==> src/rtl/core/cfr_pkg.sv <==
// ----------------------------------------------------------------------------
// cfr_pkg
// Shared types, constants and a helper function of the command frame receiver.
// ----------------------------------------------------------------------------
package cfr_pkg;

  localparam int DEF_COUNT_BITS  = 32;
  localparam int DEF_QUEUE_DEPTH = 2;

  localparam logic CMD_BYTE = 1'b0;
  localparam logic CMD_TICK = 1'b1;

  localparam int NUM_FLAGS  = 9;
  localparam int FLAG_IDX_W = $clog2(NUM_FLAGS);

  // emit order of the pending acknowledge flags
  localparam logic [6:0] FLAG_CODES [NUM_FLAGS] = '{
    7'd9, 7'd10, 7'd11, 7'd61, 7'd62, 7'd13, 7'd5, 7'd6, 7'd7
  };

  localparam logic [11:0] MAG_LIMIT  = 12'd2048;
  localparam logic [6:0]  SILENT_LO  = 7'd1;
  localparam logic [6:0]  SILENT_HI  = 7'd3;
  localparam logic [7:0]  ASCII_ZERO = 8'h30;

  typedef enum logic [1:0] {
    PH_HUNT  = 2'd0,
    PH_DATA1 = 2'd1,
    PH_DATA2 = 2'd2
  } phase_t;

  // one tick's worth of work handed from front to back
  typedef struct packed {
    logic [NUM_FLAGS-1:0] flags;
    logic [6:0]           other_id;
    logic [31:0]          byte_count;
    logic [31:0]          fail_count;
  } job_t;

  function automatic logic [31:0] ascii_digits(input logic [6:0] code);
    logic [6:0] rem;
    logic [3:0] hund;
    logic [3:0] tens;
    logic [6:0] ones;
    hund = (code >= 7'd100) ? 4'd1 : 4'd0;
    rem  = (code >= 7'd100) ? code - 7'd100 : code;
    tens = 4'd0;
    for (int k = 1; k < 10; k++) begin
      if (rem >= 7'(k * 10)) tens = 4'(k);
    end
    ones = rem - 7'(32'(tens) * 10);
    return {ASCII_ZERO, ASCII_ZERO + 8'(hund), ASCII_ZERO + 8'(tens), ASCII_ZERO + 8'(ones)};
  endfunction

endpackage

==> src/rtl/core/cfr_front.sv <==
// ----------------------------------------------------------------------------
// cfr_front
// Frame parser: takes bytes and ticks, tracks pending acks and counters,
// and hands a snapshot job to the queue on every tick.
// ----------------------------------------------------------------------------
module cfr_front import cfr_pkg::*; #(
  parameter int COUNT_BITS = DEF_COUNT_BITS
) (
  input  logic       clk,
  input  logic       rst,
  input  logic       in_valid,
  output logic       in_stall,
  input  logic       cmd,
  input  logic [7:0] rx_byte,
  output logic       q_push,
  output job_t       q_job,
  input  logic       q_full
);

  phase_t                phase, phase_next;
  logic [6:0]            header_id, header_id_next;
  logic [6:0]            first_data, first_data_next;
  logic [NUM_FLAGS-1:0]  pending, pending_next;
  logic [6:0]            other_id, other_id_next;
  logic [COUNT_BITS-1:0] byte_cnt, byte_cnt_next;
  logic [COUNT_BITS-1:0] fail_cnt, fail_cnt_next;

  logic                  in_fire;
  logic [11:0]           mag;
  logic                  flag_hit;
  logic [FLAG_IDX_W-1:0] flag_idx;
  logic [63:0]           byte_ext;
  logic [63:0]           fail_ext;

  assign in_stall = (cmd == CMD_TICK) && q_full;
  assign in_fire  = in_valid && !in_stall;
  assign mag      = {first_data[4:0], rx_byte[6:0]};
  assign byte_ext = 64'(byte_cnt);
  assign fail_ext = 64'(fail_cnt);

  always_comb begin
    flag_hit = 1'b0;
    flag_idx = '0;
    for (int i = 0; i < NUM_FLAGS; i++) begin
      if (FLAG_CODES[i] == header_id) begin
        flag_hit = 1'b1;
        flag_idx = FLAG_IDX_W'(i);
      end
    end
  end

  always_comb begin
    phase_next      = phase;
    header_id_next  = header_id;
    first_data_next = first_data;
    pending_next    = pending;
    other_id_next   = other_id;
    byte_cnt_next   = byte_cnt;
    fail_cnt_next   = fail_cnt;
    q_push          = 1'b0;
    q_job           = '{flags: pending, other_id: other_id,
                        byte_count: byte_ext[31:0], fail_count: fail_ext[31:0]};
    if (in_fire) begin
      if (cmd == CMD_TICK) begin
        q_push        = 1'b1;
        pending_next  = '0;
        other_id_next = 7'd0;
      end else begin
        unique case (phase)
          PH_DATA1, PH_DATA2: begin
            byte_cnt_next = byte_cnt + COUNT_BITS'(1);
            if (rx_byte[7]) begin
              header_id_next = rx_byte[6:0];
              fail_cnt_next  = fail_cnt + COUNT_BITS'(1);
              phase_next     = PH_DATA1;
            end else if (phase == PH_DATA1) begin
              first_data_next = rx_byte[6:0];
              phase_next      = PH_DATA2;
            end else begin
              phase_next = PH_HUNT;
              if (mag > MAG_LIMIT) begin
                fail_cnt_next = fail_cnt + COUNT_BITS'(1);
              end else if (header_id >= SILENT_LO && header_id <= SILENT_HI) begin
                pending_next = pending;
              end else if (flag_hit) begin
                pending_next[flag_idx] = 1'b1;
              end else begin
                other_id_next = header_id;
              end
            end
          end
          default: begin
            if (rx_byte[7]) begin
              header_id_next = rx_byte[6:0];
              phase_next     = PH_DATA1;
            end else begin
              phase_next = PH_HUNT;
            end
          end
        endcase
      end
    end
  end

  always_ff @(posedge clk) begin
    if (rst) begin
      phase      <= PH_HUNT;
      header_id  <= 7'd0;
      first_data <= 7'd0;
      pending    <= '0;
      other_id   <= 7'd0;
      byte_cnt   <= '0;
      fail_cnt   <= '0;
    end else begin
      phase      <= phase_next;
      header_id  <= header_id_next;
      first_data <= first_data_next;
      pending    <= pending_next;
      other_id   <= other_id_next;
      byte_cnt   <= byte_cnt_next;
      fail_cnt   <= fail_cnt_next;
    end
  end

endmodule

==> src/rtl/core/cfr_queue.sv <==
// ----------------------------------------------------------------------------
// cfr_queue
// Small FIFO of tick jobs between the parser and the emitter.
// DEPTH is a power of two, at least 2.
// ----------------------------------------------------------------------------
module cfr_queue import cfr_pkg::*; #(
  parameter int DEPTH = DEF_QUEUE_DEPTH
) (
  input  logic clk,
  input  logic rst,
  input  logic push,
  input  job_t push_job,
  output logic full,
  input  logic pop,
  output job_t head_job,
  output logic not_empty
);

  localparam int PTR_W = $clog2(DEPTH);
  localparam int CNT_W = $clog2(DEPTH + 1);

  job_t             slots [DEPTH];
  logic [PTR_W-1:0] wr_ptr;
  logic [PTR_W-1:0] rd_ptr;
  logic [CNT_W-1:0] count;
  logic             do_push;
  logic             do_pop;

  assign full      = (count == CNT_W'(DEPTH));
  assign not_empty = (count != '0);
  assign do_push   = push && !full;
  assign do_pop    = pop && not_empty;
  assign head_job  = slots[rd_ptr];

  always_ff @(posedge clk) begin
    if (do_push) begin
      slots[wr_ptr] <= push_job;
    end
  end

  always_ff @(posedge clk) begin
    if (rst) begin
      wr_ptr <= '0;
      rd_ptr <= '0;
      count  <= '0;
    end else begin
      if (do_push) wr_ptr <= wr_ptr + PTR_W'(1);
      if (do_pop) rd_ptr <= rd_ptr + PTR_W'(1);
      if (do_push && !do_pop) begin
        count <= count + CNT_W'(1);
      end else if (do_pop && !do_push) begin
        count <= count - CNT_W'(1);
      end
    end
  end

endmodule

==> src/rtl/core/cfr_back.sv <==
// ----------------------------------------------------------------------------
// cfr_back
// Emitter: walks one tick job, one ack word per cycle while not stalled, in
// fixed order, then the closing status word, via a registered output stage.
// ----------------------------------------------------------------------------
module cfr_back import cfr_pkg::*; (
  input  logic        clk,
  input  logic        rst,
  input  logic        q_valid,
  input  job_t        q_job,
  output logic        q_pop,
  output logic        out_valid,
  input  logic        out_stall,
  output logic        is_ack,
  output logic [6:0]  ack_code,
  output logic [31:0] ack_digits,
  output logic [31:0] byte_count,
  output logic [31:0] fail_count,
  output logic        last
);

  logic                  job_valid;
  job_t                  job, job_next;
  logic                  any_flag;
  logic [FLAG_IDX_W-1:0] sel;
  logic                  item_ack;
  logic [6:0]            item_code;
  logic                  load;

  always_comb begin
    any_flag = |job.flags;
    sel      = '0;
    for (int i = NUM_FLAGS - 1; i >= 0; i--) begin
      if (job.flags[i]) sel = FLAG_IDX_W'(i);
    end
  end

  always_comb begin
    job_next = job;
    if (any_flag) begin
      item_ack           = 1'b1;
      item_code          = FLAG_CODES[sel];
      job_next.flags[sel] = 1'b0;
    end else if (job.other_id != 7'd0) begin
      item_ack          = 1'b1;
      item_code         = job.other_id;
      job_next.other_id = 7'd0;
    end else begin
      item_ack  = 1'b0;
      item_code = 7'd0;
    end
  end

  assign load  = job_valid && (!out_valid || !out_stall);
  assign q_pop = q_valid && (!job_valid || (load && !item_ack));

  always_ff @(posedge clk) begin
    if (rst) begin
      job_valid <= 1'b0;
      out_valid <= 1'b0;
    end else begin
      if (q_pop) begin
        job_valid <= 1'b1;
      end else if (load && !item_ack) begin
        job_valid <= 1'b0;
      end
      if (load) begin
        out_valid <= 1'b1;
      end else if (!out_stall) begin
        out_valid <= 1'b0;
      end
    end
  end

  always_ff @(posedge clk) begin
    if (q_pop) begin
      job <= q_job;
    end else if (load) begin
      job <= job_next;
    end
    if (load) begin
      is_ack     <= item_ack;
      ack_code   <= item_code;
      ack_digits <= item_ack ? ascii_digits(item_code) : 32'd0;
      byte_count <= item_ack ? 32'd0 : job.byte_count;
      fail_count <= item_ack ? 32'd0 : job.fail_count;
      last       <= !item_ack;
    end
  end

endmodule

==> src/rtl/core/command_frame_receiver_with_acks.sv <==
// ----------------------------------------------------------------------------
// command_frame_receiver_with_acks
// Serial command frame receiver that answers each tick with acks and status.
//
// Input channel (in_valid / in_stall): one word per cycle, cmd = 0 carries a
// received byte in rx_byte, cmd = 1 is a notify tick. Byte words are never
// stalled; a tick stalls only while the job queue (QUEUE_DEPTH ticks) is full.
// Output channel (out_valid / out_stall): each tick yields its pending ack
// words in fixed order, then one status word with last = 1 that carries the
// data byte and failure counters as they stood at the tick.
// A tick's words pass through the job queue, the emitter's job register and
// the registered output stage; the emitter then sends one word per cycle
// while not stalled, so a tick yields one to eleven output words.
// A stalled output word holds; the emitter and queue keep the parser free,
// so bytes are still taken while the receiver stalls.
// Reset clears the parser, pending acks, counters, queue and output stage.
// ----------------------------------------------------------------------------
module command_frame_receiver_with_acks import cfr_pkg::*; #(
  parameter int COUNT_BITS  = DEF_COUNT_BITS,
  parameter int QUEUE_DEPTH = DEF_QUEUE_DEPTH
) (
  input  logic        clk,
  input  logic        rst,
  input  logic        in_valid,
  output logic        in_stall,
  input  logic        cmd,
  input  logic [7:0]  rx_byte,
  output logic        out_valid,
  input  logic        out_stall,
  output logic        is_ack,
  output logic [6:0]  ack_code,
  output logic [31:0] ack_digits,
  output logic [31:0] byte_count,
  output logic [31:0] fail_count,
  output logic        last
);

  logic q_push;
  logic q_full;
  logic q_pop;
  logic q_not_empty;
  job_t push_job;
  job_t head_job;

  cfr_front #(
    .COUNT_BITS(COUNT_BITS)
  ) u_front (
    .clk     (clk),
    .rst     (rst),
    .in_valid(in_valid),
    .in_stall(in_stall),
    .cmd     (cmd),
    .rx_byte (rx_byte),
    .q_push  (q_push),
    .q_job   (push_job),
    .q_full  (q_full)
  );

  cfr_queue #(
    .DEPTH(QUEUE_DEPTH)
  ) u_queue (
    .clk      (clk),
    .rst      (rst),
    .push     (q_push),
    .push_job (push_job),
    .full     (q_full),
    .pop      (q_pop),
    .head_job (head_job),
    .not_empty(q_not_empty)
  );

  cfr_back u_back (
    .clk       (clk),
    .rst       (rst),
    .q_valid   (q_not_empty),
    .q_job     (head_job),
    .q_pop     (q_pop),
    .out_valid (out_valid),
    .out_stall (out_stall),
    .is_ack    (is_ack),
    .ack_code  (ack_code),
    .ack_digits(ack_digits),
    .byte_count(byte_count),
    .fail_count(fail_count),
    .last      (last)
  );

endmodule

==> config.mk <==
export PLATFORM = sky130hd
export DESIGN_NAME = command_frame_receiver_with_acks
export DESIGN_NICKNAME = d
export VERILOG_FILES = /design/src/rtl/core/cfr_pkg.sv /design/src/rtl/core/cfr_front.sv /design/src/rtl/core/cfr_queue.sv /design/src/rtl/core/cfr_back.sv /design/src/rtl/core/command_frame_receiver_with_acks.sv
export SDC_FILE = /design/constraint.sdc
export NUM_CORES = 1
export LEC_CHECK = 0
export ABC_AREA = 1
export BUFFER_PORTS_ARGS = -buffer_cell sky130_fd_sc_hd__buf_2
export CORE_ASPECT_RATIO = 1.4
export CORE_MARGIN = 4
export CORE_UTILIZATION = 60
export DETAILED_ROUTE_END_ITERATION = 10
export PLACE_DENSITY = 0.91
export SLEW_MARGIN = 20
export SYNTH_ARGS = -nofsm -noshare
export SYNTH_HDL_FRONTEND = slang
export SYNTH_SLANG_ARGS = --single-unit
==> constraint.sdc <==
create_clock -name clk -period 11.7 [get_ports clk]
set_clock_uncertainty 0.15 [all_clocks]
set_input_delay 0.585 -clock clk [delete_from_list [all_inputs] [get_ports clk]]
set_output_delay 0.585 -clock clk [all_outputs]
set_load 0.005 [all_outputs]
==> run metrics <==
status completed; placed cell area 18,510 um2; CTS tree done; post-CTS setup buffer count 0; Slew @ Worst Pin 1122 ps; Area contributors post-synth edfxtp_1 (56%), dfxtp_1 (11%), nand2_1 (7.5%); Max Used Layer met4; clk sinks 428; max_cap viols 0; Worst setup SP type flip-flop; Post-Syn Area 17,660 um2; Final WS setup 5976 ps; sequential cell area fraction in the yosys report 67.04%; hold_sp rx_byte[0]; placed instance count 2,109; routed wl met2 19,430 um; largest area contributor in the netlist edfxtp_1; overall die width 153.0 um; vias per inst 5.640; worst path required time 11,820 ps; Final nets 1,805; Synth Flop Type edfxtp_1; reg2reg start u_back.job[77]; Layout Cells excl Fill 2,177; max incr delay on CP 500 ps; Initial DRT Pass Iterations 8; Max Clock Freq 174.7 MHz; Buffers & Inverters on Critical Path 7; layout cells sized above 1 12.35%; core area 29,070 um2; RSZ-0062 raised after global routing no; post-CTS sizing 0; setup violators final 0; routability cong. 0.9089; WL/cell 16.97 um; CP Max Fanout 9; Reg clk slew, reported paths 70 ps; FF-to-FF End u_back.ack_digits[6]; min Tclk post-route 5724 ps; Mapped Avg Cell Area 10.61 um2; TritonCTS buffer count 37; initial drt markers 1,267; vias in the first global route 12,229; clk buf depth 3; Crit. End Element flip-flop; period utilization 48.92%; die height 211.0 um; Die ar. 32,280 um2; initial antenna violation count 0; number of synthesized register bits 428; FF-to-FF path depth 36; Met3 Routed Length 2449 um; Max-slew headroom 25.18%; crit path kind reg2reg; Post-DP HPWL 23,080 um; count of standard-cell rows 74; slack of the worst reg-to-reg path 5980 ps; cts hold-fix bufs 0; CP delay by family, top adder cells; pre-CTS setup slack 6051 ps; final instance area 19,680 um2; CP arrival 5840 ps; Pleak 0.007487 uW; hold path depth 3; Area Growth Syn to Fin 11.43%; final max-slew violation count 0; worst skew pair latency 530 ps; top-count cell post-synth nand2_1; total power draw 4749 uW; Ant. Diodes 0; via count 12,279; Port Buffers 106; first-pass GRT wire length 59,750 um; Clock Tree Root clkbuf_16; most frequent cells after synthesis nand2_1 (354), edfxtp_1 (327), inv_1 (196); Ports 120; Post-Syn Instances 1,665; crit path max-delay cell type fa_1; Endpoint, Worst Hold u_front.first_data[0]; Starting Density 60.75%; wl on met1 13,340 um; Overflow after GRT 0; power density cells 241.3 nW/um2; TNS Setup 0 ps; pin count of the biggest net entering global routing 82; H-tree levels 2; number of enable flip-flop cells after synthesis 327; detailed-route DRC error count 0; yosys warns 0; drt total wl 36,940 um; VDD IR max 0.2226 mV; Hold WC Path Type in2reg; Overall Global Routing Usage 22.63%; Fin. Hold Viols 0; asr flop ratio synth 0%; post-synthesis cell type count 46; Yosys top cell area share 55.60%; post-route ant nets 0; critical path's most frequent cell nand2_1
-- cell usage in the layout (no fill, tap or decap), drive strengths merged, types with 2 or more instances in the layout --
cell type,count
a21oi,153
a31oi,8
and3,3
buf,116
bufinv,2
clkbuf,49
clkinv,16
conb,13
dfxtp,101
edfxtp,327
fa,2
ha,22
inv,206
nand2,364
nand3,34
nand3b,4
nand4,21
nor2,188
nor3,31
nor3b,4
nor4,18
o2111ai,2
o211ai,4
o21a,7
o21ai,74
xnor2,5
xor2,18
-- worst max path at each step --
stage,slack (ps),to,cells after the start,start
2_1_floorplan,6650,u_queue.slots[1][0],5,cmd
3_3_place_gp,6290,u_back.ack_digits[6],36,u_back.job[77]
3_5_place_dp,6050,u_back.ack_digits[6],36,u_back.job[77]
4_1_cts,6030,u_back.ack_digits[6],36,u_back.job[77]
5_1_grt,5510,u_back.ack_digits[6],37,u_back.job[77]
6_report,5980,u_back.ack_digits[6],36,u_back.job[77]
-- layer usage --
| layer | vias to the layer above | global-route usage [%] |
|---|---|---|
| li1 | 5764 | - |
| met5 | - | 0 |
| met2 | 611 | 41.68 |
| met4 | 0 | 10.97 |
| met3 | 143 | 3.238 |
| met1 | 5761 | 25.90 |
-- power by group --
group,total (uW),switching (uW),leakage [uW],internal [uW]
Clock,1180,528,0.000572,650
Sequential,2160,96.2,0.00393,2070
Combinational,1410,968,0.00298,440
-- logic make-up (layout without fill, tap and decap cells) --
logic type,count (synthesis),in the layout,share of synthesized area [%]
and+or+nand+nor,668,668,16.34
AOI/OAI and AO/OA,251,251,7.531
other,1,13,0.02123
adders and majority gates,24,24,1.785
xor gates and xnor gates,23,23,1.141
DFF,428,428,67.04
buffers and inverters,270,390,6.135
-- final cells by class --
type / instances / area, um2
clock buffer: 49 / 991.0
multi-input combinational: 979 / 4815
tap: 380 / 475.5
clock inverter: 19 / 175.2
fill: 1905 / 9392
sequential: 428 / 11850
timing repair buffer: 116 / 605.6
inverter: 206 / 774.5
-- registers in the layout, indices dropped and copies added, names as in the netlist, 2 cells and up, named ones only --
| name | count |
|---|---|
| u_back.byte_count | 32 |
| u_front.header_id | 7 |
| u_front.phase | 2 |
| u_front.pending | 9 |
| u_front.byte_cnt | 32 |
| u_back.ack_code | 7 |
| u_back.job | 80 |
| u_queue.slots | 160 |
| u_queue.count | 2 |
| u_front.first_data | 5 |
| u_back.ack_digits | 15 |
| u_back.fail_count | 32 |
| u_front.fail_cnt | 32 |
| u_front.other_id | 7 |
-- worst reg2reg max path, delay by kind of cell, from the launching register on --
| family | cells | cell delay (ps) |
|---|---|---|
| fa+ha+maj | 6 | 1660 |
| flops | 1 | 410 |
| buf+inv | 7 | 600 |
| compound gates | 6 | 1080 |
| simple gates | 17 | 1550 |
-- stage by stage --
stage / utilization [%] / hold WS, ps
floorplan: - / 275.7
global placement: 63.66 / 274.9
detailed placement: 63.66 / 293.2
CTS: 67.68 / 194.0
global route: 67.70 / 221.4
finish: 67.70 / 213.3
Power figures use the tool's default switching activity.
